File: src/rtl/weighted_gather_aggregator_top_defines.svh
// Assertion macros of the weighted gather aggregator top level.
`ifndef WEIGHTED_GATHER_AGGREGATOR_TOP_DEFINES_SVH
`define WEIGHTED_GATHER_AGGREGATOR_TOP_DEFINES_SVH
`ifndef NO_ASSERTIONS
`define WGA_ASSERT_SAME(lbl, clk, rst, ante, cons) \
  lbl: assert property (@(posedge clk) disable iff (rst) (ante) |-> (cons)) \
    else $error("wga assertion failed");
`define WGA_ASSERT_NEXT(lbl, clk, rst, ante, cons) \
  lbl: assert property (@(posedge clk) disable iff (rst) (ante) |=> (cons)) \
    else $error("wga assertion failed");
`else
`define WGA_ASSERT_SAME(lbl, clk, rst, ante, cons)
`define WGA_ASSERT_NEXT(lbl, clk, rst, ante, cons)
`endif
`endif

File: src/rtl/wga_pkg.sv
// Types, constants and helper functions of the weighted gather aggregator.
package wga_pkg;

  localparam int MaxSources = 255;
  localparam int MaxShare   = 255;
  localparam int CntW       = $clog2(MaxSources + 1);
  localparam int InW        = 152;
  localparam int CfgIdxW    = 3;
  localparam int DivItW     = 7;
  localparam int CordSteps  = 24;
  localparam int CordIdxW   = $clog2(CordSteps);

  localparam logic [DivItW-1:0] DivWeightIters = DivItW'(17);
  localparam logic [DivItW-1:0] DivFullIters   = DivItW'(64);

  localparam logic [CfgIdxW-1:0] RegMetricMode   = CfgIdxW'(0);
  localparam logic [CfgIdxW-1:0] RegFillValue    = CfgIdxW'(1);
  localparam logic [CfgIdxW-1:0] RegNanManyToOne = CfgIdxW'(2);
  localparam logic [CfgIdxW-1:0] RegNanOneToMany = CfgIdxW'(3);
  localparam logic [CfgIdxW-1:0] RegUseWeights   = CfgIdxW'(4);

  localparam logic signed [63:0] VsumLim = 64'sh007F_FFFF_FFFF_FFFF;
  localparam logic signed [63:0] DsumLim = 64'sh0000_7FFF_FFFF_FFFF;
  localparam logic [40:0]        WsumLim = 41'h0FF_FFFF_FFFF;
  localparam logic signed [33:0] PiHalf  = 34'sd1686629713;

  typedef enum logic [1:0] {
    MODE_SUM   = 2'd0,
    MODE_MEAN  = 2'd1,
    MODE_COUNT = 2'd2,
    MODE_ANGLE = 2'd3
  } mode_t;

  typedef struct packed {
    mode_t              mode;
    logic signed [31:0] fill;
    logic               nmo;
    logic               otm;
    logic               use_w;
  } cfg_t;

  typedef struct packed {
    logic take;
    logic wdiv_go;
    logic mul;
    logic acc;
    logic mdiv_go;
    logic norm_init;
    logic norm_step;
    logic dot_step;
    logic sqn_go;
    logic cdiv_go;
    logic c_latch;
    logic sqc_go;
    logic cord_init;
    logic cord_step;
    logic emit;
    logic clr;
  } cmd_t;

  typedef struct packed {
    logic  empty;
    logic  last;
    mode_t mode;
    logic  nan_now;
    logic  zero_wsum;
    logic  zero_vec;
    logic  div_done;
    logic  sq_done;
    logic  norm_ok;
    logic  dot_last;
    logic  cord_last;
    logic  out_free;
  } sts_t;

  function automatic logic signed [33:0] atan_q30(input logic [CordIdxW-1:0] i);
    case (i)
      5'd0:    atan_q30 = 34'sd843314857;
      5'd1:    atan_q30 = 34'sd497837829;
      5'd2:    atan_q30 = 34'sd263043837;
      5'd3:    atan_q30 = 34'sd133525159;
      5'd4:    atan_q30 = 34'sd67021687;
      5'd5:    atan_q30 = 34'sd33543516;
      5'd6:    atan_q30 = 34'sd16775851;
      5'd7:    atan_q30 = 34'sd8388437;
      5'd8:    atan_q30 = 34'sd4194283;
      5'd9:    atan_q30 = 34'sd2097149;
      5'd10:   atan_q30 = 34'sd1048576;
      5'd11:   atan_q30 = 34'sd524288;
      5'd12:   atan_q30 = 34'sd262144;
      5'd13:   atan_q30 = 34'sd131072;
      5'd14:   atan_q30 = 34'sd65536;
      5'd15:   atan_q30 = 34'sd32768;
      5'd16:   atan_q30 = 34'sd16384;
      5'd17:   atan_q30 = 34'sd8192;
      5'd18:   atan_q30 = 34'sd4096;
      5'd19:   atan_q30 = 34'sd2048;
      5'd20:   atan_q30 = 34'sd1024;
      5'd21:   atan_q30 = 34'sd512;
      5'd22:   atan_q30 = 34'sd256;
      5'd23:   atan_q30 = 34'sd128;
      default: atan_q30 = 34'sd0;
    endcase
  endfunction

  // Applies a sign to a magnitude and saturates to the signed 32-bit range.
  function automatic logic [31:0] sat32(input logic neg, input logic [63:0] mag);
    if (!neg) begin
      sat32 = (mag > 64'h7FFF_FFFF) ? 32'h7FFF_FFFF : mag[31:0];
    end else begin
      sat32 = (mag > 64'h8000_0000) ? 32'h8000_0000 : 32'(-mag[31:0]);
    end
  endfunction

endpackage

File: src/rtl/wga_ctrl.sv
// Controller state machine that sequences the datapath for each beat.
module wga_ctrl (
  input  logic           clk,
  input  logic           rst,
  input  logic           in_valid,
  output logic           in_ready,
  input  wga_pkg::sts_t  sts,
  output wga_pkg::cmd_t  cmd
);
  import wga_pkg::*;

  typedef enum logic [15:0] {
    S_IDLE   = 16'h0001,
    S_CHK    = 16'h0002,
    S_WDIV   = 16'h0004,
    S_ACC    = 16'h0008,
    S_FIN    = 16'h0010,
    S_MDIV   = 16'h0020,
    S_NORM   = 16'h0040,
    S_DOT    = 16'h0080,
    S_SQNGO  = 16'h0100,
    S_SQN    = 16'h0200,
    S_CDIV   = 16'h0400,
    S_CLAT   = 16'h0800,
    S_SQCGO  = 16'h1000,
    S_SQC    = 16'h2000,
    S_CORD   = 16'h4000,
    S_DONE   = 16'h8000
  } state_t;

  state_t state, state_next;

  assign in_ready = state == S_IDLE;

  always_ff @(posedge clk) begin
    if (rst) begin
      state <= S_IDLE;
    end else begin
      state <= state_next;
    end
  end

  always_comb begin
    cmd        = '0;
    state_next = state;
    case (state)
      S_IDLE: begin
        if (in_valid) begin
          cmd.take   = 1'b1;
          state_next = S_CHK;
        end
      end
      S_CHK: begin
        if (sts.empty) begin
          state_next = S_DONE;
        end else begin
          cmd.wdiv_go = 1'b1;
          state_next  = S_WDIV;
        end
      end
      S_WDIV: begin
        if (sts.div_done) begin
          cmd.mul    = 1'b1;
          state_next = S_ACC;
        end
      end
      S_ACC: begin
        cmd.acc    = 1'b1;
        state_next = sts.last ? S_FIN : S_IDLE;
      end
      S_FIN: begin
        if (sts.nan_now) begin
          state_next = S_DONE;
        end else begin
          case (sts.mode)
            MODE_MEAN: begin
              if (sts.zero_wsum) begin
                state_next = S_DONE;
              end else begin
                cmd.mdiv_go = 1'b1;
                state_next  = S_MDIV;
              end
            end
            MODE_ANGLE: begin
              if (sts.zero_vec) begin
                state_next = S_DONE;
              end else begin
                cmd.norm_init = 1'b1;
                state_next    = S_NORM;
              end
            end
            default: state_next = S_DONE;
          endcase
        end
      end
      S_MDIV: begin
        if (sts.div_done) state_next = S_DONE;
      end
      S_NORM: begin
        if (sts.norm_ok) begin
          state_next = S_DOT;
        end else begin
          cmd.norm_step = 1'b1;
        end
      end
      S_DOT: begin
        cmd.dot_step = 1'b1;
        if (sts.dot_last) state_next = S_SQNGO;
      end
      S_SQNGO: begin
        cmd.sqn_go = 1'b1;
        state_next = S_SQN;
      end
      S_SQN: begin
        if (sts.sq_done) begin
          cmd.cdiv_go = 1'b1;
          state_next  = S_CDIV;
        end
      end
      S_CDIV: begin
        if (sts.div_done) state_next = S_CLAT;
      end
      S_CLAT: begin
        cmd.c_latch = 1'b1;
        state_next  = S_SQCGO;
      end
      S_SQCGO: begin
        cmd.sqc_go = 1'b1;
        state_next = S_SQC;
      end
      S_SQC: begin
        if (sts.sq_done) begin
          cmd.cord_init = 1'b1;
          state_next    = S_CORD;
        end
      end
      S_CORD: begin
        cmd.cord_step = 1'b1;
        if (sts.cord_last) state_next = S_DONE;
      end
      S_DONE: begin
        if (sts.out_free) begin
          cmd.emit   = 1'b1;
          cmd.clr    = 1'b1;
          state_next = S_IDLE;
        end
      end
      default: state_next = S_IDLE;
    endcase
  end

endmodule

File: config.mk
export PLATFORM = sky130hd
export DESIGN_NAME = wga_ctrl
export DESIGN_NICKNAME = d
export VERILOG_FILES = /design/src/rtl/weighted_gather_aggregator_top_defines.svh /design/src/rtl/wga_pkg.sv /design/src/rtl/wga_ctrl.sv
export SDC_FILE = /design/constraint.sdc
export NUM_CORES = 1
export LEC_CHECK = 0
export ABC_AREA = 1
export BUFFER_PORTS_ARGS = -buffer_cell sky130_fd_sc_hd__clkbuf_2
export CAP_MARGIN = 30
export CORE_MARGIN = 4
export CORE_UTILIZATION = 45
export DETAILED_ROUTE_END_ITERATION = 8
export GPL_TIMING_DRIVEN = 1
export PLACE_DENSITY = 0.7
export SLEW_MARGIN = 20
export SYNTH_ARGS = -nofsm -noshare
export SYNTH_HDL_FRONTEND = slang
export SYNTH_SLANG_ARGS = --single-unit
File: constraint.sdc
create_clock -name clk -period 1.6 [get_ports clk]
set_input_delay 0.08 -clock clk [delete_from_list [all_inputs] [get_ports clk]]
set_output_delay 0.08 -clock clk [all_outputs]
set_load 0.1 [all_outputs]
==> flow_summary.json, run 1 <==
{
  "synth.distinct_cells": 24,
  "htree_num_levels": 1,
  "syn-instance-count": 218,
  "cts_root_buf": "clkbuf_4",
  "start_util_pct": 48.94,
  "error_line": "[ERROR DPL-0038] Utilization greater than 100%, impossible to legalize",
  "outcome": "did not finish",
  "hpwl_um": 2890,
  "ys.flop_type": "dfxtp_1",
  "clkSinkCount": 16,
  "die_height_um": 61.07,
  "grt_max_degree": 10,
  "place_congestion": 0.8776,
  "portBuffers": 32,
  "fp-row-count": 18,
  "synth_edf_count": 0,
  "worst-endpoint-pin-kind": "primary output",
  "clock_path_buffers": 2,
  "failing_step": "5_1_grt",
  "synth_fp_nets": 234,
  "synthArstFlopShare_pct": 0,
  "yosysSeqAreaShare_pct": 25.27,
  "numCtsBuffers": 3,
  "synth_area_um2": 1267,
  "ys_seq_elements": 16,
  "syn_avg_cell_area_um2": 5.814,
  "postGrtWorstEndpoint": "cmd[11]",
  "cts_hold_buf": 0,
  "die_w_um": 61.07,
  "io_pins": 33,
  "ys.warnings.count": 0
}
[logic make-up after synthesis]
family,Yosys count,share of synthesized area (%)
flops,16,25.27
simple gates,154,57.55
buf+inv,45,15.79
compound gates,3,1.381
[cell usage after synthesis, types with 2 or more instances]
library cell | number | area [µm²]
nor2_1 | 49 | 183.9
nand2_1 | 48 | 180.2
inv_1 | 38 | 142.6
nand3_1 | 20 | 100.1
dfxtp_1 | 16 | 320.3
nor2_2 | 14 | 87.58
nand2_2 | 5 | 31.28
nor3_1 | 5 | 25.02
nand4_1 | 4 | 25.02
nand3_2 | 3 | 30.03
buf_4 | 2 | 15.01
nor2_4 | 2 | 22.52
[through the flow]
stage                     TNS (ns)  instance area [µm²]  cells  setup slack (ns)  hold slack, ns
after floorplan             -1.915                 1444    218           -0.8268          0.2228
after global placement    -0.04069                 2039    300          -0.02323          0.3262
after detailed placement   -0.2950                 2039    300          -0.05094          0.3321
after CTS                   -1.765                 2467    328           -0.1369        0.009418
[repair_timing]
item,4_1_cts
setup endpoints to repair,28
buffers inserted,26
resized for setup,58
gates cloned,1
pin swaps,31
==> inputs of run 2 (changes only) <==
- CORE_UTILIZATION: 45 -> 30
- PLACE_DENSITY: 0.7 -> unset
- PLACE_DENSITY_LB_ADDON: unset -> 0.15
==> run 2 against run 1 <==
The flow now finishes, with violations (negative setup slack). Synthesized area did not move. Synthesized cell count did not move.
==> flow_summary.json, run 2 <==
{
  "final_common_cell": "buf_4",
  "arrival_ns": 1.66,
  "reg_top3": "state (16)",
  "timing.final.hold_violations": 0,
  "die-area_um2": 5329,
  "hpwl_um": 2936,
  "design_area_um2": 2475,
  "grt_max_degree": 10,
  "ant_nets": 0,
  "regMostFlops": "state",
  "regToRegSetupSlack_ns": -0.12,
  "critPathCapture": "cmd[12]",
  "cp_num_buf_inv": 4,
  "slowest_stage": "dfxtp_2",
  "cp_cell_sequence": "nor2_4, nand2_4, nor2_4, buf_4, nand2_2, buf_4, clkinvlp_4, buf_12",
  "cts_root_buf": "clkbuf_8",
  "syn_to_final_growth_pct": 95.26,
  "synth_edf_count": 0,
  "layout-drive-gt1-share_pct": 55.26,
  "n_antenna_cell": 0,
  "ys.warnings.count": 0,
  "via_per_inst": 4.438,
  "drc": 0,
  "maxCapViolations": 0,
  "crit_path_max_fanout": 7,
  "syn-instance-count": 218,
  "power_leakage_nw": 1.206,
  "fp-row-count": 23,
  "skew_ns": 0.0009395,
  "peakVddDrop_v": 0.001358,
  "grt_pass1_vias": 1501,
  "grt_pass1_wl_um": 6679,
  "htree_num_levels": 1,
  "setup_ws_ns": -0.1446,
  "wl_per_cell_um": 11.48,
  "finalMaxSlewViolations": 0,
  "tightest_slew_ns": 0.3645,
  "antenna_found_initial": 0,
  "p_seq_share_pct": 11.8,
  "netlist.area_leader.share_pct": 25.27,
  "outcome": "finished with violations",
  "synth.distinct_cells": 24,
  "die_w_um": 73,
  "clockPowerShare_pct": 5.8,
  "die_height_um": 73,
  "place_congestion": 0.8256,
  "clkSinkCount": 16,
  "portBuffers": 32,
  "cts.clk_slew.worst_paths_ns": 0.06,
  "cts_hold_buf": 0,
  "power_density_nw_per_um2": 2141,
  "finalSetupViolCount": 24,
  "num_vias": 1571,
  "netlist_top_cells_count": "nor2_1, nand2_1, inv_1, nand3_1, dfxtp_1",
  "first_pass_iters": 4,
  "synth_area_um2": 1267,
  "comb_power_share_pct": 82.4,
  "finalPower_mw": 5.298,
  "crit_type": "flip-flop to output port",
  "numCtsBuffers": 3,
  "min_path_type": "primary input to flip-flop",
  "finalNetCount": 322,
  "startpoint": "state[11]",
  "ys_seq_elements": 16,
  "crit_path_start_kind": "flip-flop",
  "syn_avg_cell_area_um2": 5.814,
  "yosysMostFrequentCell": "nor2_1",
  "ys.flop_type": "dfxtp_1",
  "rsz0062_at_grt": "true",
  "layout_common_cells": "buf_4, nand2_1, inv_1, nor2_1, nor2_4",
  "placed_cell_area_um2": 2082,
  "largest_reg_flops": 16,
  "drt_iter0_markers": 62,
  "p_switching_mw": 2.655,
  "cp-end-kind": "output port",
  "synth_area_leaders": "dfxtp_1, nor2_1, nand2_1, inv_1, nand3_1",
  "clkLatencyLatePin_ns": 0.25,
  "path_depth": 8,
  "yosys.area.top_type": "dfxtp_1",
  "r2r-end": "state[15]",
  "io_pins": 33,
  "crit_family": "buffers and inverters",
  "grt_overflow_total": 0,
  "synthArstFlopShare_pct": 0,
  "r2r_cells": 12,
  "relSlewSlack_pct": 75.52,
  "p_int_mw": 2.643,
  "post-route-period-util_pct": 109.0,
  "finalWirelength_um": 4065,
  "swShare_pct": 50.12,
  "track_usage_pct": 16.09,
  "violations": "negative setup slack",
  "synth_fp_nets": 234,
  "cts_tree": "done",
  "r2r-start": "state[11]",
  "clock_path_buffers": 2,
  "start_util_pct": 31.24,
  "min_period_ns": 1.745,
  "post-place-ws_ns": -0.08941,
  "tns_ns": -2.296,
  "final_core_util_pct": 60.99,
  "core-area_um2": 4058,
  "required_ns": 1.52,
  "timing.fmax_ghz": 0.5732,
  "yosysSeqAreaShare_pct": 25.27,
  "slowest_delay_ns": 0.34
}
run 2: cell counts after synthesis:
No cell type changed its count.
run 2: power by group through the flow:
| stage | Sequential [mW] | Combinational, mW | Clock (mW) |
|---|---|---|---|
| 5_1_grt | 0.638 | 4.68 | 0.341 |
| 6_report | 0.625 | 4.36 | 0.309 |
| 2_1_floorplan | 0.611 | 2.32 | 0 |
| 3_5_place_dp | 0.623 | 3.27 | 0 |
| 3_3_place_gp | 0.617 | 3.25 | 0 |
| 4_1_cts | 0.621 | 4.06 | 0.326 |
run 2: final cells by class:
cell class                      count  area [µm²]
Tap cell                           50       62.56
Timing Repair Buffer               87       854.6
Sequential cell                    16       339.1
Fill cell                         369        1583
Inverter                           40       167.7
Clock buffer                        3       41.29
Multi-Input combinational cell    158        1010
run 2: logic make-up (layout without fill, tap and decap cells):
| family | Yosys count | count (layout) | synth area share (%) |
|---|---|---|---|
| AND/OR/NAND/NOR | 154 | 155 | 57.55 |
| AO/OA/AOI/OAI | 3 | 3 | 1.381 |
| buffers and inverters | 45 | 130 | 15.79 |
| flip-flops | 16 | 16 | 25.27 |
run 2: metrics by stage:
step           hold WS [ns]  std cells
2_1_floorplan        0.2228        218
3_3_place_gp         0.3349        324
3_5_place_dp         0.3413        324
4_1_cts             0.06720        345
5_1_grt             0.08487        354
6_report            0.07303        354
run 2: metal layers:
metal,GRT usage (%),share of wire (%)
met5,0,0
met4,6.967,2.5
met3,2.617,3.8
met2,26.51,49
met1,20.53,45
run 2: worst min-delay path by stage:
stage,slack [ns],cells after the start,start,end
3_5_place_dp,0.34,3,sts[11],state[4]
6_report,0.07,3,sts[11],state[4]
5_1_grt,0.08,3,sts[11],state[4]
4_1_cts,0.07,3,sts[11],state[4]
3_3_place_gp,0.33,3,sts[11],state[4]
2_1_floorplan,0.22,2,sts[11],state[4]
run 2: what timing repair did:
action                                  in CTS  in global routing
endpoints found under the hold margin        0                  0
cloned                                       1                  0
setup buffers                               19                  9
gates resized for setup                     33                  9
pin swaps                                   13                  8
endpoints found under the setup margin      27                 28
run 2: worst min-delay path: stages:
cell and delay (ns):
clkbuf_2 0.08, inv_1 0.06, nor3_1 0.06
(Power assumes the default switching activity.)
==> inputs of run 3 (changes only) <==
==> constraint.sdc (replaced) <==
create_clock -name clk -period 1.6 [get_ports clk]
set_input_delay 0.32 -clock clk [delete_from_list [all_inputs] [get_ports clk]]
set_output_delay 0.32 -clock clk [all_outputs]
set_load 0.1 [all_outputs]
==> run 3 against run 2 <==
The run still ends with negative setup slack left. Register-to-register slack worse by 0.12 ns. Global-route usage rose by 3.6 points. Die area unchanged. Clock power rose by 23%. Core utilization is 11 points higher. First-iteration DRC count rose to 2.6 times the previous value. Sequential share of layout area is 2.0 points lower. Worst hold slack improved by 0.20 ns. Wire length increased by 35%. Non-clock buffer count rose by 22. Sequential power rose by 2%. Maximum frequency decreased by 9.0%.
==> flow_summary.json, run 3 (same netlist as run 2, synthesis figures left out) <==
{
  "portBuffers": 32,
  "place_inst": 335,
  "die-area_um2": 5329,
  "n_antenna_cell": 0,
  "finalPower_mw": 6.483,
  "post-place-ws_ns": -0.1182,
  "cp_cell_sequence": "nor2_4, nand2_4, buf_4, nor2_4, nand4_1, clkinvlp_4, buf_12",
  "crit_type": "flip-flop to output port",
  "via_per_inst": 4.807,
  "critPathMostFrequentCell": "nor2_4",
  "finalNetCount": 346,
  "design_area_um2": 2928,
  "wl_met2_um": 2760,
  "placed_cell_area_um2": 2223,
  "largest_reg_flops": 16,
  "violations": "negative setup slack",
  "syn_to_final_growth_pct": 131.0,
  "num_vias": 1822,
  "post_layout_nonfiller_instances": 379,
  "grt_pass1_wl_um": 7983,
  "r2r-start": "state[3]",
  "drc": 0,
  "layout-drive-gt1-share_pct": 67.48,
  "arrival_ns": 1.60,
  "tightest_slew_ns": 0.3731,
  "fp-row-count": 23,
  "maxCapViolations": 0,
  "met1_length_um": 2201,
  "min_path_type": "primary input to flip-flop",
  "cts_root_buf": "clkbuf_8",
  "regMostFlops": "state",
  "finalSetupViolCount": 29,
  "io_pins": 33,
  "track_usage_pct": 19.72,
  "finalWirelength_um": 5489,
  "numCtsBuffers": 3,
  "final_common_cell": "buf_4",
  "r2r_cells": 12,
  "outcome": "finished with violations",
  "fillers": 274,
  "multi_input_area_um2": 1220,
  "final_core_util_pct": 72.16,
  "wl_per_cell_um": 14.48,
  "slowest_stage": "dfxtp_2",
  "timing.final.hold_violations": 0,
  "highest_layer": "met4",
  "hold_path_depth": 3,
  "finalMaxSlewViolations": 0,
  "clkLatencyLatePin_ns": 0.26,
  "grt_pass1_vias": 1704,
  "grt_max_degree": 10,
  "cp-end-kind": "output port",
  "tns_ns": -6.619,
  "place_congestion": 0.8200,
  "skew_ns": 0.009153,
  "crit_path_start_kind": "flip-flop",
  "ant_nets": 0,
  "power_density_nw_per_um2": 2214,
  "clock_path_buffers": 2,
  "cp_num_buf_inv": 3,
  "rsz0062_at_grt": "true",
  "startpoint": "state[3]",
  "path_depth": 7,
  "r2r-end": "state[14]",
  "critPathCapture": "cmd[11]",
  "cts_tree": "done",
  "relSlewSlack_pct": 75.10,
  "required_ns": 1.28,
  "htree_num_levels": 1,
  "antenna_found_initial": 0,
  "reg_top3": "state (16)",
  "clkSinkCount": 16,
  "layout_common_cells": "buf_4, inv_1, nor2_4",
  "cts_hold_buf": 0,
  "drt_iter0_markers": 162,
  "die_w_um": 73,
  "start_util_pct": 31.24,
  "hpwl_um": 3122,
  "power_leakage_nw": 1.382,
  "crit_family": "simple AND/OR/NAND/NOR gates",
  "regToRegSetupSlack_ns": -0.24,
  "peakVddDrop_v": 0.001430,
  "die_height_um": 73,
  "timing.fmax_ghz": 0.5213,
  "slowest_delay_ns": 0.35,
  "hold-worst-slack_ns": 0.2774,
  "wl_met3_um": 322,
  "regArea_um2": 341.6,
  "setup_ws_ns": -0.3182,
  "post-route-period-util_pct": 119.9,
  "min_period_ns": 1.918,
  "core-area_um2": 4058,
  "cts.clk_slew.worst_paths_ns": 0.07,
  "first_pass_iters": 4,
  "crit_path_max_fanout": 5,
  "grt_overflow_total": 0
}
-- run 3: changes by cell type in the layout (fill, tap and decap cells not counted), sizes merged --
cell / change
buf: +22
nand3: +2
clkbuf: +1
clkinvlp: +1
inv: -1
-- run 3: layout make-up --
cell class | count | share of cell area (%)
multi-input combinational | 160 | 41.67
timing repair buffer | 109 | 36.71
sequential | 16 | 11.67
inverter | 40 | 5.940
tap | 50 | 2.137
clock buffer | 4 | 1.880
-- run 3: how the worst min path moves through the flow --
stage	start	endpoint	slack (ns)
after floorplan	sts[11]	state[4]	0.46
after global placement	state[7]	state[7]	0.54
after detailed placement	state[7]	state[7]	0.54
after CTS	sts[11]	state[4]	0.28
after global routing	sts[11]	state[4]	0.32
final	sts[11]	state[4]	0.28
-- run 3: timing repair --
item	CTS	global route
setup endpoints to repair	28	31
resized for setup	47	41
buffers inserted	23	16
cloned	4	0
pin swaps	29	35
-- run 3: worst register-to-register path: cells and delay by family (launching register included) --
family	cells	cell delay, ns
buffers and inverters	2	0.27
flip-flops	1	0.37
AND/OR/NAND/NOR	10	1.14
-- run 3: where the power goes --
part           switching (mW)  total (mW)  internal [mW]
combinational            3.00        5.47           2.46
sequential              0.107       0.636          0.530
clock                   0.161       0.381          0.219
total                    3.27        6.48           3.21
-- run 3: routing by layer --
| layer | vias to the layer above | global-route usage (%) |
|---|---|---|
| met2 | 77 | 33.17 |
| met3 | 17 | 2.893 |
| li1 | 891 | - |
| met4 | 0 | 10.66 |
| met1 | 837 | 23.90 |
| met5 | - | 0 |
