<file path="config.mk">
export PLATFORM = sky130hd
export DESIGN_NAME = wga_cfg
export DESIGN_NICKNAME = d
export VERILOG_FILES = /design/src/rtl/weighted_gather_aggregator_top_defines.svh /design/src/rtl/wga_pkg.sv /design/src/rtl/wga_cfg.sv
export SDC_FILE = /design/constraint.sdc
export NUM_CORES = 1
export LEC_CHECK = 0
export ABC_AREA = 1
export BUFFER_PORTS_ARGS = -buffer_cell sky130_fd_sc_hd__buf_2
export CORE_MARGIN = 2
export CORE_UTILIZATION = 25
export CTS_CLUSTER_DIAMETER = 80
export DETAILED_ROUTE_END_ITERATION = 16
export PLACE_DENSITY = 0.47
export SYNTH_ARGS = -nofsm -noshare
export SYNTH_HDL_FRONTEND = slang
export SYNTH_SLANG_ARGS = --single-unit
</file>
<file path="constraint.sdc">
create_clock -name clk -period 1.1 [get_ports clk]
set_input_delay 0.11 -clock clk [delete_from_list [all_inputs] [get_ports clk]]
set_output_delay 0.11 -clock clk [all_outputs]
set_load 0.05 [all_outputs]
</file>
<file path="src/rtl/weighted_gather_aggregator_top_defines.svh">
// Assertion macros of the weighted gather aggregator top level.
`ifndef WEIGHTED_GATHER_AGGREGATOR_TOP_DEFINES_SVH
`define WEIGHTED_GATHER_AGGREGATOR_TOP_DEFINES_SVH
`ifndef NO_ASSERTIONS
`define WGA_ASSERT_SAME(lbl, clk, rst, ante, cons) \
  lbl: assert property (@(posedge clk) disable iff (rst) (ante) |-> (cons)) \
    else $error("wga assertion failed");
`define WGA_ASSERT_NEXT(lbl, clk, rst, ante, cons) \
  lbl: assert property (@(posedge clk) disable iff (rst) (ante) |=> (cons)) \
    else $error("wga assertion failed");
`else
`define WGA_ASSERT_SAME(lbl, clk, rst, ante, cons)
`define WGA_ASSERT_NEXT(lbl, clk, rst, ante, cons)
`endif
`endif

</file>
<file path="src/rtl/wga_pkg.sv">
// Types, constants and helper functions of the weighted gather aggregator.
package wga_pkg;

  localparam int MaxSources = 255;
  localparam int MaxShare   = 255;
  localparam int CntW       = $clog2(MaxSources + 1);
  localparam int InW        = 152;
  localparam int CfgIdxW    = 3;
  localparam int DivItW     = 7;
  localparam int CordSteps  = 24;
  localparam int CordIdxW   = $clog2(CordSteps);

  localparam logic [DivItW-1:0] DivWeightIters = DivItW'(17);
  localparam logic [DivItW-1:0] DivFullIters   = DivItW'(64);

  localparam logic [CfgIdxW-1:0] RegMetricMode   = CfgIdxW'(0);
  localparam logic [CfgIdxW-1:0] RegFillValue    = CfgIdxW'(1);
  localparam logic [CfgIdxW-1:0] RegNanManyToOne = CfgIdxW'(2);
  localparam logic [CfgIdxW-1:0] RegNanOneToMany = CfgIdxW'(3);
  localparam logic [CfgIdxW-1:0] RegUseWeights   = CfgIdxW'(4);

  localparam logic signed [63:0] VsumLim = 64'sh007F_FFFF_FFFF_FFFF;
  localparam logic signed [63:0] DsumLim = 64'sh0000_7FFF_FFFF_FFFF;
  localparam logic [40:0]        WsumLim = 41'h0FF_FFFF_FFFF;
  localparam logic signed [33:0] PiHalf  = 34'sd1686629713;

  typedef enum logic [1:0] {
    MODE_SUM   = 2'd0,
    MODE_MEAN  = 2'd1,
    MODE_COUNT = 2'd2,
    MODE_ANGLE = 2'd3
  } mode_t;

  typedef struct packed {
    mode_t              mode;
    logic signed [31:0] fill;
    logic               nmo;
    logic               otm;
    logic               use_w;
  } cfg_t;

  typedef struct packed {
    logic take;
    logic wdiv_go;
    logic mul;
    logic acc;
    logic mdiv_go;
    logic norm_init;
    logic norm_step;
    logic dot_step;
    logic sqn_go;
    logic cdiv_go;
    logic c_latch;
    logic sqc_go;
    logic cord_init;
    logic cord_step;
    logic emit;
    logic clr;
  } cmd_t;

  typedef struct packed {
    logic  empty;
    logic  last;
    mode_t mode;
    logic  nan_now;
    logic  zero_wsum;
    logic  zero_vec;
    logic  div_done;
    logic  sq_done;
    logic  norm_ok;
    logic  dot_last;
    logic  cord_last;
    logic  out_free;
  } sts_t;

  function automatic logic signed [33:0] atan_q30(input logic [CordIdxW-1:0] i);
    case (i)
      5'd0:    atan_q30 = 34'sd843314857;
      5'd1:    atan_q30 = 34'sd497837829;
      5'd2:    atan_q30 = 34'sd263043837;
      5'd3:    atan_q30 = 34'sd133525159;
      5'd4:    atan_q30 = 34'sd67021687;
      5'd5:    atan_q30 = 34'sd33543516;
      5'd6:    atan_q30 = 34'sd16775851;
      5'd7:    atan_q30 = 34'sd8388437;
      5'd8:    atan_q30 = 34'sd4194283;
      5'd9:    atan_q30 = 34'sd2097149;
      5'd10:   atan_q30 = 34'sd1048576;
      5'd11:   atan_q30 = 34'sd524288;
      5'd12:   atan_q30 = 34'sd262144;
      5'd13:   atan_q30 = 34'sd131072;
      5'd14:   atan_q30 = 34'sd65536;
      5'd15:   atan_q30 = 34'sd32768;
      5'd16:   atan_q30 = 34'sd16384;
      5'd17:   atan_q30 = 34'sd8192;
      5'd18:   atan_q30 = 34'sd4096;
      5'd19:   atan_q30 = 34'sd2048;
      5'd20:   atan_q30 = 34'sd1024;
      5'd21:   atan_q30 = 34'sd512;
      5'd22:   atan_q30 = 34'sd256;
      5'd23:   atan_q30 = 34'sd128;
      default: atan_q30 = 34'sd0;
    endcase
  endfunction

  // Applies a sign to a magnitude and saturates to the signed 32-bit range.
  function automatic logic [31:0] sat32(input logic neg, input logic [63:0] mag);
    if (!neg) begin
      sat32 = (mag > 64'h7FFF_FFFF) ? 32'h7FFF_FFFF : mag[31:0];
    end else begin
      sat32 = (mag > 64'h8000_0000) ? 32'h8000_0000 : 32'(-mag[31:0]);
    end
  endfunction

endpackage

</file>
<file path="src/rtl/wga_cfg.sv">
// Configuration register file of the weighted gather aggregator.
module wga_cfg (
  input  logic                          clk,
  input  logic                          rst,
  input  logic                          cfg_valid,
  output logic                          cfg_ready,
  input  logic [wga_pkg::CfgIdxW-1:0]   cfg_index,
  input  logic [31:0]                   cfg_data,
  output wga_pkg::cfg_t                 cfg
);
  import wga_pkg::*;

  assign cfg_ready = 1'b1;

  always_ff @(posedge clk) begin
    if (rst) begin
      cfg <= '0;
    end else if (cfg_valid) begin
      case (cfg_index)
        RegMetricMode:   cfg.mode  <= mode_t'(cfg_data[1:0]);
        RegFillValue:    cfg.fill  <= cfg_data;
        RegNanManyToOne: cfg.nmo   <= cfg_data[0];
        RegNanOneToMany: cfg.otm   <= cfg_data[0];
        RegUseWeights:   cfg.use_w <= cfg_data[0];
        default: ;
      endcase
    end
  end

endmodule

</file>
Yosys cells after proc, flatten, opt, wreduce, memory -nomap -nowiden
Cells that the tools add are included.
{"block": "classes", "eq_ne": 4, "reduce_logical": 6}
{"op": "2-bit AND reduction", "n": 5}
{"op": "3-bit by 2-bit equality test with 1-bit output (second input constant)", "n": 2}
{"op": "3-bit by 1-bit equality test with 1-bit output (second input constant)", "n": 1}
{"op": "3-bit equality test (second input constant)", "n": 1}
{"op": "3-bit zero test", "n": 1}
{"block": "word_totals", "register_bits": 37, "in_bits": 38, "output_inout_bits": 38}

Longest topological paths before layout
Gate-level depths: netlist of run 1.
{"block": "logic_depth", "depth_word": 2, "depth_mapped": 7, "depth_no_buf": 5}

Least setup slack after synthesis of run 1
OpenSTA, ideal clock, no wires.
{"block": "synth_timing", "path_type": "reg-to-reg", "startpoint": "register cfg[10] (netlist name)", "endpoint": "register cfg[10] in the netlist's numbering", "setup_ns": 0.064, "arrival_time_ns": 0.794, "required_ns": 1.036, "path_slack_ns": 0.242, "path_stages_with_launch": 3, "n_path_buf": 0, "cell_sequence": "dfxtp_1 -> nor2_1 -> nor2_1"}
{"element": "to (decl)", "line": "wga_cfg.sv:9", "source": "output wga_pkg::cfg_t cfg"}

Worst setup path after layout of run 1
{"block": "layout_timing", "startpoint": "register cfg[17] in the netlist's numbering", "endpoint": "output cfg[17] in the netlist's numbering"}
No word-level cell between the ends.

==> results.rst, run 1 <==
.. list-table::
   :header-rows: 1

   * - Metric
     - Value
   * - Quantity of I/O buffers inserted on ports
     - 74
   * - Number of buffers inserted during clock tree synthesis
     - 5
   * - Number of detailed-route iterations in the first pass
     - 4
   * - Fin crit share
     - 92.4%
   * - Library cell occupying the most area in the post-synthesis netlist
     - sky130_fd_sc_hd__dfxtp_1
   * - Top cells by area, synth
     - sky130_fd_sc_hd__dfxtp_1 44%, sky130_fd_sc_hd__nor2_1 17%, sky130_fd_sc_hd__nand3_1 11%
   * - Category of the worst setup path capture point
     - output port
   * - Clock latency on the worst-skew pair
     - 0.28 ns
   * - Hold Crit Class
     - in2reg
   * - Flip-flop and latch area
     - 741 um2
   * - Clock Power Share
     - 38.2%
   * - Final ANT Viol Nets
     - 0
   * - Max Clock Freq
     - 0.984 GHz
   * - Largest stage delay on the critical path
     - 0.35 ns
   * - Number of setup buffers added after CTS
     - 0
   * - Worst ir drop on vdd
     - 0.000599 V
   * - Setup repair after global routing missed its margin
     - false
   * - Fraction of final layout cells with drive strength greater than 1
     - 29.0%
   * - Ordered list of cells on the worst path
     - buf_2
   * - Overall routing resource usage
     - 11.5%
   * - Power per cell area
     - 1400 nW/um2
   * - Worst-case clock buffer depth
     - 2
   * - Clock net sink count
     - 37
   * - Post-detail-place hpwl
     - 2870 um
   * - Sequential cell fraction of total power
     - 44.4%
   * - Library cell contributing the largest single delay on the critical path
     - sky130_fd_sc_hd__dfxtp_1
   * - Detailed-route wire length per cell
     - 9.99 um
   * - Initial antenna violation count
     - 0
   * - TritonCTS clock tree
     - done
   * - CTS clk-pin slew, worst paths
     - 0.07 ns
   * - Post-route insts no fill
     - 401
   * - Via count normalized by instance count
     - 4.08
   * - Worst path arrival time
     - 0.91 ns
   * - Overall routed net length
     - 4010 um
   * - Power Internal
     - 0.00231 W
   * - Layout Area Growth over Synthesis
     - 35.5%
   * - Count of boundary I/O pins
     - 76
   * - Run status
     - finished clean
   * - Count of endpoints failing hold in the final timing report
     - 0
   * - Largest Register
     - cfg
   * - First-pass GRT wire length
     - 6730 um
   * - Number of distinct library cell variants in the gate-level netlist after synthesis
     - 15
   * - Total DRC errors in the routed layout
     - 0
   * - Kind of start point of the critical path
     - flip-flop
   * - CP bufs+invs
     - 1
   * - H-tree levels
     - 2
   * - Multi-input combinational cell area
     - 671 um2
   * - Most numerous cell types in the synthesized netlist
     - 74 x sky130_fd_sc_hd__nor2_1, 41 x sky130_fd_sc_hd__nand2_1, 37 x sky130_fd_sc_hd__dfxtp_1, 37 x sky130_fd_sc_hd__nand3_1, 36 x sky130_fd_sc_hd__inv_1
   * - Switching power total
     - 0.000864 W
   * - Setup slack of the critical path after layout
     - 0.0839 ns
   * - CTS resizes
     - 0
   * - Post-synth top flop
     - sky130_fd_sc_hd__dfxtp_1
   * - GR Overflow Total
     - 0
   * - Synth top area share
     - 44.4%
   * - Cell type group with the largest total delay on the critical path
     - flip-flops
   * - FFs w/ async S/R, synth
     - 0%
   * - Data required time of the worst path
     - 0.99 ns
   * - Shortest period the worst path allows
     - 1.02 ns
   * - Final weighted congestion of routability-driven global placement
     - 0.668
   * - Number of hold buffers added after cts
     - 0
   * - Combinational share of power
     - 17.4%
   * - Starting Density
     - 26.1%
   * - Top-count cell post-synth
     - sky130_fd_sc_hd__nor2_1
   * - Die outline height
     - 85.7 um
   * - Number of fillers in the final layout
     - 736
   * - Post-route setup TNS
     - 0 ns
   * - Final Setup Violations
     - 0
   * - Number of nets in the final layout
     - 361
   * - Total placed cells including tap cells
     - 393
   * - Core region area
     - 6390 um2
   * - Netlist area before placement
     - 1670 um2
   * - Post-synth EDFFs
     - 0
   * - Setup clock skew after layout
     - 0 ns
   * - Registers with the most flip-flops
     - cfg (37)
   * - ANT cells
     - 0
   * - Worst Setup Slack post-DPL
     - 0.148 ns
   * - Clock root buffer
     - sky130_fd_sc_hd__clkbuf_8
   * - Share of the yosys chip area belonging to registers
     - 44.4%
   * - Die area
     - 7350 um2
   * - Gate count of the mapped netlist
     - 250
   * - Post-Synthesis Net Count
     - 288
   * - Highest fanout seen on the critical path
     - 2
   * - CP Class
     - reg2out
   * - Count of state elements after synthesis
     - 37
   * - Fraction of power spent switching nets
     - 27.3%
   * - Final core utilization
     - 35.4%
   * - Number of vias in the routed layout
     - 1,638
   * - Horizontal die dimension
     - 85.7 um
   * - Syn avg cell area
     - 6.68 um2
   * - Number of flip-flops in the largest register
     - 37
   * - Max Slew Vio Count
     - 0
   * - Vias in the first global route
     - 1,534
   * - Maximum number of pins on one net before global-route repair
     - 39
   * - DRC violation total after the first TritonRoute iteration
     - 42
   * - Leakage power of the design
     - 1.24 nW
   * - Max-capacitance violation count
     - 0
   * - Number of cell rows
     - 29
   * - Synth warn
     - 0
==> placed cells by master, fill, tap and decap left out, drive strengths merged <==
cell type  instances
buf               80
nor2              77
nand2             42
inv               39
nand3             37
dfxtp             37
clkbuf             7
a21oi              3
conb               1
bufinv             1
==> metal layers <==
metal  vias up  global-route usage [%]  wire length (um)
met2        43                    19.0              1850
met1       704                    13.7              1810
met5         -                       0                 0
met4         0                    5.19                73
met3         8                    3.27               277
li1        883                       -                 -
==> final timing paths <==
| kind | from | endpoint | slack, ns | cells after the start |
|---|---|---|---|---|
| min reg2reg | cfg[12]$_SDFFE_PP0P_ | cfg[12]$_SDFFE_PP0P_ | 0.48 | 2 |
| max | cfg[17]$_SDFFE_PP0P_ | cfg[17] | 0.08 | 1 |
| max reg2reg | cfg[1]$_SDFFE_PP0P_ | cfg[1]$_SDFFE_PP0P_ | 0.52 | 2 |
| min | cfg_data[16] | cfg[19]$_SDFFE_PP0P_ | 0.13 | 5 |
==> through the flow <==
stage / area, um2 / hold slack [ns] / power, W
after floorplan: 1670 / 0.294 / 0.00182
after global placement: 2140 / 0.419 / 0.00200
after detailed placement: 2140 / 0.430 / 0.00200
after CTS: 2260 / 0.122 / 0.00324
after global routing: 2260 / 0.144 / 0.00335
final: 2260 / 0.127 / 0.00317
==> final cells by class <==
cell class | count | share of cell area, %
Sequential cell | 37 | 32.8
Multi-Input combinational cell | 160 | 29.7
Timing Repair Buffer | 80 | 21.7
Inverter | 39 | 6.47
Tap cell | 77 | 4.26
Clock buffer | 7 | 3.82
Clock inverter | 1 | 1.33
==> kinds of logic after synthesis <==
kind of cell | after synthesis | share of synthesized area, %
compound gates | 3 | 0.899
buf+inv | 53 | 15.4
flops | 37 | 44.4
other cells | 1 | 0.225
simple gates | 156 | 39.1
==> power by group through the flow <==
stage	clock network (W)	registers, W	logic, W
5_1_grt	0.00133	0.00141	0.000607
3_5_place_dp	0	0.00144	0.000557
6_report	0.00121	0.00141	0.000551
4_1_cts	0.00127	0.00141	0.000558
2_1_floorplan	0	0.00160	0.000222
3_3_place_gp	0	0.00144	0.000557
(Power assumes the default switching activity.)
==> inputs of run 2 (changes only) <==
--- a/config.mk
+++ b/config.mk
@@ -11,7 +11,8 @@
 export CORE_UTILIZATION = 25
 export CTS_CLUSTER_DIAMETER = 80
 export DETAILED_ROUTE_END_ITERATION = 16
-export PLACE_DENSITY = 0.47
+export PLACE_DENSITY = 0.52
+export SLEW_MARGIN = 20
 export SYNTH_ARGS = -nofsm -noshare
 export SYNTH_HDL_FRONTEND = slang
 export SYNTH_SLANG_ARGS = --single-unit
==> constraint.sdc (replaced) <==
create_clock -name clk -period 1.1 [get_ports clk]
set_input_delay 0.165 -clock clk [delete_from_list [all_inputs] [get_ports clk]]
set_output_delay 0.165 -clock clk [all_outputs]
set_load 0.05 [all_outputs]
==> run 2 against run 1 <==
First-iteration DRC count down 19%; sequential share of layout area down 0.32 points; sequential power about the same; utilization up 0.35 points; largest power group unchanged; worst setup slack worse by 0.045 ns; final area up 1.0%; total power about the same; die area unchanged; combinational power up 1%; count of clock-buffer cells in the layout unchanged; clock skew unchanged.
==> results.rst, run 2 (same netlist as run 1, synthesis figures left out) <==
.. list-table::
   :header-rows: 1

   * - Metric
     - Value
   * - Worst path arrival time
     - 0.90 ns
   * - Shortest period the worst path allows
     - 1.06 ns
   * - Setup repair after global routing missed its margin
     - false
   * - Vias in the first global route
     - 1,524
   * - Layout Area Growth over Synthesis
     - 36.8%
   * - Hold Crit Class
     - in2reg
   * - Number of detailed-route iterations in the first pass
     - 4
   * - Horizontal die dimension
     - 85.7 um
   * - Total placed cells including tap cells
     - 393
   * - Number of fillers in the final layout
     - 720
   * - Maximum number of pins on one net before global-route repair
     - 39
   * - Fraction of power spent switching nets
     - 27.1%
   * - Die area
     - 7350 um2
   * - R2R depth
     - 2
   * - Post-detail-place hpwl
     - 2850 um
   * - Run status
     - finished clean
   * - Data required time of the worst path
     - 0.94 ns
   * - Kind of start point of the critical path
     - flip-flop
   * - H-tree levels
     - 2
   * - Post-route setup TNS
     - 0 ns
   * - Overall routed net length
     - 4000 um
   * - Clock Power Share
     - 38.0%
   * - Endpoint with the worst hold slack
     - cfg[12]$_SDFFE_PP0P_
   * - Max Slew Vio Count
     - 0
   * - Final weighted congestion of routability-driven global placement
     - 0.716
   * - Count of boundary I/O pins
     - 76
   * - Final core utilization
     - 35.8%
   * - Cell type group with the largest total delay on the critical path
     - flip-flops
   * - Clock latency on the worst-skew pair
     - 0.28 ns
   * - Worst ir drop on vdd
     - 0.000545 V
   * - CTS clk-pin slew, worst paths
     - 0.07 ns
   * - Power Internal
     - 0.00231 W
   * - Number of nets in the final layout
     - 361
   * - Number of cell rows
     - 29
   * - Largest Register
     - cfg
   * - CP Class
     - reg2out
   * - FF-to-FF Start
     - cfg[0]$_SDFFE_PP0P_
   * - Fin crit share
     - 96.5%
   * - Total DRC errors in the routed layout
     - 0
   * - Library cell contributing the largest single delay on the critical path
     - sky130_fd_sc_hd__dfxtp_1
   * - Largest stage delay on the critical path
     - 0.34 ns
   * - Setup slack of the critical path after layout
     - 0.0390 ns
   * - Detailed-route wire length per cell
     - 9.97 um
   * - Hold path start
     - cfg_data[9]
   * - Clock net sink count
     - 37
   * - Starting Density
     - 26.1%
   * - Category of the worst setup path capture point
     - output port
   * - Max Clock Freq
     - 0.942 GHz
   * - Fraction of final layout cells with drive strength greater than 1
     - 29.0%
   * - Die outline height
     - 85.7 um
   * - Sequential cell fraction of total power
     - 44.4%
   * - Quantity of I/O buffers inserted on ports
     - 74
   * - Final Setup Violations
     - 0
   * - Post-route insts no fill
     - 401
   * - Initial antenna violation count
     - 0
   * - Combinational share of power
     - 17.6%
   * - Worst Setup Slack post-DPL
     - 0.0827 ns
   * - DRC violation total after the first TritonRoute iteration
     - 34
   * - CP bufs+invs
     - 1
   * - Hold-critical path depth
     - 5
   * - Core region area
     - 6390 um2
   * - Max-capacitance violation count
     - 0
   * - Most frequent cells in the layout
     - 74 x sky130_fd_sc_hd__nor2_1, 67 x sky130_fd_sc_hd__buf_2, 41 x sky130_fd_sc_hd__nand2_1
   * - Number of hold buffers added after cts
     - 0
   * - Number of flip-flops in the largest register
     - 37
   * - Via count normalized by instance count
     - 4.07
   * - First-pass GRT wire length
     - 6740 um
   * - Most frequent standard cell in the layout excluding fill and tap cells
     - sky130_fd_sc_hd__nor2_1
   * - GR Overflow Total
     - 0
   * - Worst-case register-to-register setup slack
     - 0.51 ns
   * - Final ANT Viol Nets
     - 0
   * - Clock root buffer
     - sky130_fd_sc_hd__clkbuf_8
   * - Overall routing resource usage
     - 11.5%
   * - Leakage power of the design
     - 1.24 nW
   * - R2R Path End
     - cfg[0]$_SDFFE_PP0P_
   * - TritonCTS clock tree
     - done
   * - Setup clock skew after layout
     - 0 ns
   * - Number of buffers inserted during clock tree synthesis
     - 5
   * - Power per cell area
     - 1390 nW/um2
   * - Switching power total
     - 0.000860 W
   * - Highest fanout seen on the critical path
     - 2
   * - Worst-case clock buffer depth
     - 2
   * - Tightest hold margin
     - 0.190 ns
   * - Ordered list of cells on the worst path
     - buf_2
   * - Number of vias in the routed layout
     - 1,632
   * - Registers with the most flip-flops
     - cfg (37)
   * - Count of endpoints failing hold in the final timing report
     - 0
   * - ANT cells
     - 0
## run 2: cell types whose count changed in the layout (fill, tap and decap cells not counted)
cell	previous run	this run
sky130_fd_sc_hd__nor2_4	2	3
sky130_fd_sc_hd__buf_2	74	67
sky130_fd_sc_hd__nor2_2	1	0
sky130_fd_sc_hd__clkbuf_4	0	7
## run 2: per-layer routing
| layer | GRT usage (%) | vias up | routed length, um |
|---|---|---|---|
| li1 | - | 886 | - |
| met1 | 13.5 | 696 | 1820 |
| met2 | 19.7 | 45 | 1850 |
| met3 | 3.85 | 5 | 265 |
| met4 | 3.90 | 0 | 59 |
| met5 | 0 | - | 0 |
## run 2: power groups by stage
stage	Clock, W	Combinational (W)	Sequential, W
2_1_floorplan	0	0.000222	0.00160
3_3_place_gp	0	0.000558	0.00144
3_5_place_dp	0	0.000560	0.00144
4_1_cts	0.00126	0.000561	0.00141
5_1_grt	0.00131	0.000612	0.00141
6_report	0.00120	0.000558	0.00141
## run 2: per-stage QoR
step	power, W	cell area [um2]
after CTS	0.00323	2270
final	0.00317	2280
after floorplan	0.00182	1670
after global placement	0.00200	2150
after global routing	0.00333	2280
after detailed placement	0.00200	2150
## run 2: worst max-delay path by stage
stage               slack [ns]  cells after the start              endpoint                 start
floorplan                 0.24                      2  cfg[10]$_SDFFE_PP0P_  cfg[10]$_SDFFE_PP0P_
global placement          0.12                      7  cfg[17]$_SDFFE_PP0P_          cfg_index[1]
detailed placement        0.08                      7  cfg[20]$_SDFFE_PP0P_          cfg_index[1]
CTS                      0.006                      1                cfg[4]   cfg[4]$_SDFFE_PP0P_
global route            0.0006                      1                cfg[0]   cfg[0]$_SDFFE_PP0P_
finish                    0.04                      1                cfg[0]   cfg[0]$_SDFFE_PP0P_
## run 2: what timing repair did
action	in CTS	in global routing
resized for setup	0	7
setup endpoints to repair	0	7
buffers inserted	0	0
## run 2: layout make-up
type	count	area, um2	share of cell area [%]
flip-flops and latches	37	741	32.4
multi-input cells	160	676	29.6
repair buffers	80	508	22.2
inverters	39	146	6.41
well taps	77	96.3	4.22
clock buffers	7	86.3	3.78
clock inverters	1	30.0	1.32
==> inputs of run 3 (changes only) <==
--- a/config.mk
+++ b/config.mk
@@ -5,13 +5,13 @@
 export SDC_FILE = /design/constraint.sdc
 export NUM_CORES = 1
 export LEC_CHECK = 0
-export ABC_AREA = 1
+export ABC_CLOCK_PERIOD_IN_PS = 1100
 export BUFFER_PORTS_ARGS = -buffer_cell sky130_fd_sc_hd__buf_2
 export CORE_MARGIN = 2
-export CORE_UTILIZATION = 25
+export CORE_UTILIZATION = 50
 export CTS_CLUSTER_DIAMETER = 80
 export DETAILED_ROUTE_END_ITERATION = 16
-export PLACE_DENSITY = 0.52
+export PLACE_DENSITY = 0.88
 export SLEW_MARGIN = 20
 export SYNTH_ARGS = -nofsm -noshare
 export SYNTH_HDL_FRONTEND = slang
==> run 3 against run 2 <==
Worst setup slack is essentially flat; maximum frequency is essentially flat; utilization grew 37 points; synthesized cell count shrank 36%; register-to-register slack lost 0.04 ns; global-route usage grew 6.9 points; sequential share of layout area shrank 1.0 points; clock skew is the same; non-clock buffer count is the same; clock power shrank 19%; hold slack lost 0.13 ns; critical endpoint is now cfg[19]; largest power group unchanged.
==> results.rst, run 3 <==
.. list-table::
   :header-rows: 1

   * - Metric
     - Value
   * - Run status
     - finished clean
   * - Hold-critical path depth
     - 3
   * - Vias in the first global route
     - 1,215
   * - Number of setup buffers added after CTS
     - 0
   * - FF-to-FF Start
     - cfg[2]$_SDFFE_PP0P_
   * - Worst ir drop on vdd
     - 0.000956 V
   * - Flip-flop and latch area
     - 751 um2
   * - Count of state elements after synthesis
     - 37
   * - Area after detailed placement
     - 2100 um2
   * - R2R Path End
     - cfg[2]$_SDFFE_PP0P_
   * - Via count normalized by instance count
     - 4.66
   * - Gate count of the mapped netlist
     - 161
   * - Fraction of final layout cells with drive strength greater than 1
     - 41.8%
   * - Netlist area before placement
     - 1690 um2
   * - Xor and xnor fraction of the mapped netlist area
     - 0%
   * - Power Internal
     - 0.00211 W
   * - Leakage power of the design
     - 1.01 nW
   * - Starting Density
     - 51.4%
   * - Clock Power Share
     - 35.0%
   * - ANT cells
     - 0
   * - Top cells by area, synth
     - sky130_fd_sc_hd__dfxtp_1 44%, sky130_fd_sc_hd__nand2b_1 26%, sky130_fd_sc_hd__mux2i_1 22%
   * - CP Class
     - reg2out
   * - Kind of start point of the critical path
     - flip-flop
   * - Number of flip-flops in the largest register
     - 37
   * - Initial antenna violation count
     - 0
   * - Category of the worst setup path capture point
     - output port
   * - Largest Register
     - cfg
   * - Library cell occupying the most area in the post-synthesis netlist
     - sky130_fd_sc_hd__dfxtp_1
   * - Count of endpoints failing hold in the final timing report
     - 0
   * - Ordered list of cells on the worst path
     - buf_6
   * - Max-capacitance violation count
     - 0
   * - Syn avg cell area
     - 10.5 um2
   * - Post-route insts no fill
     - 283
   * - Number of cell rows
     - 21
   * - Number of detailed-route iterations in the first pass
     - 4
   * - Post-Synthesis Net Count
     - 199
   * - GR Overflow Total
     - 0
   * - Multi-input combinational cell area
     - 866 um2
   * - Fraction of power spent switching nets
     - 24.3%
   * - Hold Crit Class
     - in2reg
   * - Number of distinct library cell variants in the gate-level netlist after synthesis
     - 12
   * - Final weighted congestion of routability-driven global placement
     - 0.694
   * - Core region area
     - 3280 um2
   * - Number of buffers inserted during clock tree synthesis
     - 5
   * - Post-detail-place hpwl
     - 2430 um
   * - Combinational share of power
     - 15.0%
   * - Library cell contributing the largest single delay on the critical path
     - sky130_fd_sc_hd__dfxtp_1
   * - Clock latency on the worst-skew pair
     - 0.33 ns
   * - Post-synth top flop
     - sky130_fd_sc_hd__dfxtp_1
   * - Die outline height
     - 62.1 um
   * - Switching power total
     - 0.000675 W
   * - Share of the yosys chip area belonging to registers
     - 43.9%
   * - Most frequent cells in the layout
     - 69 x sky130_fd_sc_hd__nand2b_1, 37 x sky130_fd_sc_hd__mux2i_1, 37 x sky130_fd_sc_hd__buf_2
   * - Power per cell area
     - 1160 nW/um2
   * - R2R depth
     - 2
   * - Most numerous cell types in the synthesized netlist
     - 69 x sky130_fd_sc_hd__nand2b_1, 37 x sky130_fd_sc_hd__dfxtp_1, 37 x sky130_fd_sc_hd__mux2i_1
   * - Cell type group with the largest total delay on the critical path
     - flip-flops
   * - Maximum number of pins on one net before global-route repair
     - 41
   * - Total DRC errors in the routed layout
     - 0
   * - Total placed cells including tap cells
     - 275
   * - Critical Path Source
     - cfg[19]$_SDFFE_PP0P_
   * - Sequential cell fraction of total power
     - 49.9%
   * - Die area
     - 3850 um2
   * - Simple-gate share of the synthesized area
     - 29.2%
   * - Most frequent standard cell in the layout excluding fill and tap cells
     - sky130_fd_sc_hd__nand2b_1
   * - Final ANT Viol Nets
     - 0
   * - Post-synth EDFFs
     - 0
   * - Endpoint with the worst hold slack
     - cfg[22]$_SDFFE_PP0P_
   * - Data required time of the worst path
     - 0.94 ns
   * - Horizontal die dimension
     - 62.1 um
   * - Adder and majority cell fraction of the synthesized area
     - 0%
   * - TritonCTS clock tree
     - done
   * - Overall routing resource usage
     - 18.4%
   * - Clock net sink count
     - 37
   * - Highest fanout seen on the critical path
     - 2
   * - Worst-case clock buffer depth
     - 2
   * - Max Clock Freq
     - 0.943 GHz
   * - CTS clk-pin slew, worst paths
     - 0.11 ns
   * - Fin crit share
     - 96.4%
   * - Setup clock skew after layout
     - 0 ns
   * - CTS resizes
     - 38
   * - Final non-filler cell area
     - 2390 um2
   * - Count of boundary I/O pins
     - 76
   * - Quantity of I/O buffers inserted on ports
     - 74
   * - Detailed-route wire length per cell
     - 12.9 um
   * - First-pass GRT wire length
     - 5130 um
   * - CP bufs+invs
     - 1
   * - Shortest period the worst path allows
     - 1.06 ns
   * - Combinational family with the most area after synthesis
     - simple AND/OR/NAND/NOR gates
   * - Synth warn
     - 0
   * - DRC violation total after the first TritonRoute iteration
     - 57
   * - Top-count cell post-synth
     - sky130_fd_sc_hd__nand2b_1
   * - Complex-gate fraction of the synthesized area
     - 0%
   * - Number of hold buffers added after cts
     - 0
   * - Final Setup Violations
     - 0
   * - Max Slew Vio Count
     - 0
   * - Synth top area share
     - 43.9%
   * - Clock root buffer
     - sky130_fd_sc_hd__clkbuf_4
   * - FFs w/ async S/R, synth
     - 0%
   * - Overall routed net length
     - 3660 um
   * - Number of fillers in the final layout
     - 236
   * - Worst path arrival time
     - 0.90 ns
   * - Worst-case register-to-register setup slack
     - 0.47 ns
   * - Fraction of synthesized area in multiplexers
     - 22.0%
   * - Largest stage delay on the critical path
     - 0.38 ns
   * - Number of nets in the final layout
     - 274
   * - Registers with the most flip-flops
     - cfg (37)
   * - Hold path start
     - cfg_data[19]
   * - H-tree levels
     - 2
   * - Layout Area Growth over Synthesis
     - 41.7%
   * - Number of vias in the routed layout
     - 1,318
==> run 3: changes by cell type after synthesis, moves of 3 or more <==
cell	before	now
sky130_fd_sc_hd__mux2i_1	0	37
sky130_fd_sc_hd__clkbuf_1	0	6
sky130_fd_sc_hd__nand2_1	41	0
sky130_fd_sc_hd__buf_4	5	1
sky130_fd_sc_hd__inv_2	3	0
sky130_fd_sc_hd__a21oi_1	3	0
sky130_fd_sc_hd__inv_1	36	0
sky130_fd_sc_hd__nor2_1	74	0
sky130_fd_sc_hd__nand2b_1	0	69
sky130_fd_sc_hd__nand3_1	37	0
==> run 3: metrics by stage <==
step	TNS (ns)	util (%)	hold slack [ns]	worst slack [ns]	total power (W)
global route	-0.0364	72.8	0.0609	-0.0126	0.00291
detailed placement	-0.765	64.1	0.433	-0.0448	0.00180
finish	0	72.8	0.0644	0.0394	0.00278
global placement	0	64.1	0.428	0.00595	0.00179
CTS	0	69.6	0.0560	0.0147	0.00280
floorplan	0	-	0.320	0.157	0.00167
==> run 3: power groups by stage <==
stage | clock network, W | registers (W) | logic, W
finish | 0.000975 | 0.00139 | 0.000419
global route | 0.00106 | 0.00139 | 0.000449
CTS | 0.00101 | 0.00139 | 0.000406
detailed placement | 0 | 0.00141 | 0.000387
global placement | 0 | 0.00141 | 0.000381
floorplan | 0 | 0.00152 | 0.000155
==> run 3: final cells by class <==
class,count,area share (%)
clock buffers,7,2.30
multi-input cells,112,36.2
clock inverters,1,1.26
well taps,46,2.41
flip-flops and latches,37,31.4
repair buffers,80,26.4
==> run 3: cell families after synthesis <==
family,count (synthesis)
buffers and inverters,12
DFF,37
muxes,37
other,1
and+or+nand+nor,74
==> run 3: worst max path at each step <==
stage	to	slack, ns	cells past startpoint
after detailed placement	cfg[24]$_SDFFE_PP0P_	-0.04	4
final	cfg[19]	0.04	1
after floorplan	cfg[35]$_SDFFE_PP0P_	0.16	2
after global routing	cfg[21]	-0.01	1
after global placement	cfg[25]$_SDFFE_PP0P_	0.006	4
after CTS	cfg[33]	0.01	1
==> run 3: per-layer routing <==
metal,part of all wire (%),up-vias,wire (um),GRT usage [%]
li1,-,670,-,-
met1,41,595,1500,19.9
met2,50,49,1850,31.7
met3,7.9,4,288,8.90
met4,0.90,0,33,5.47
met5,0,-,0,0
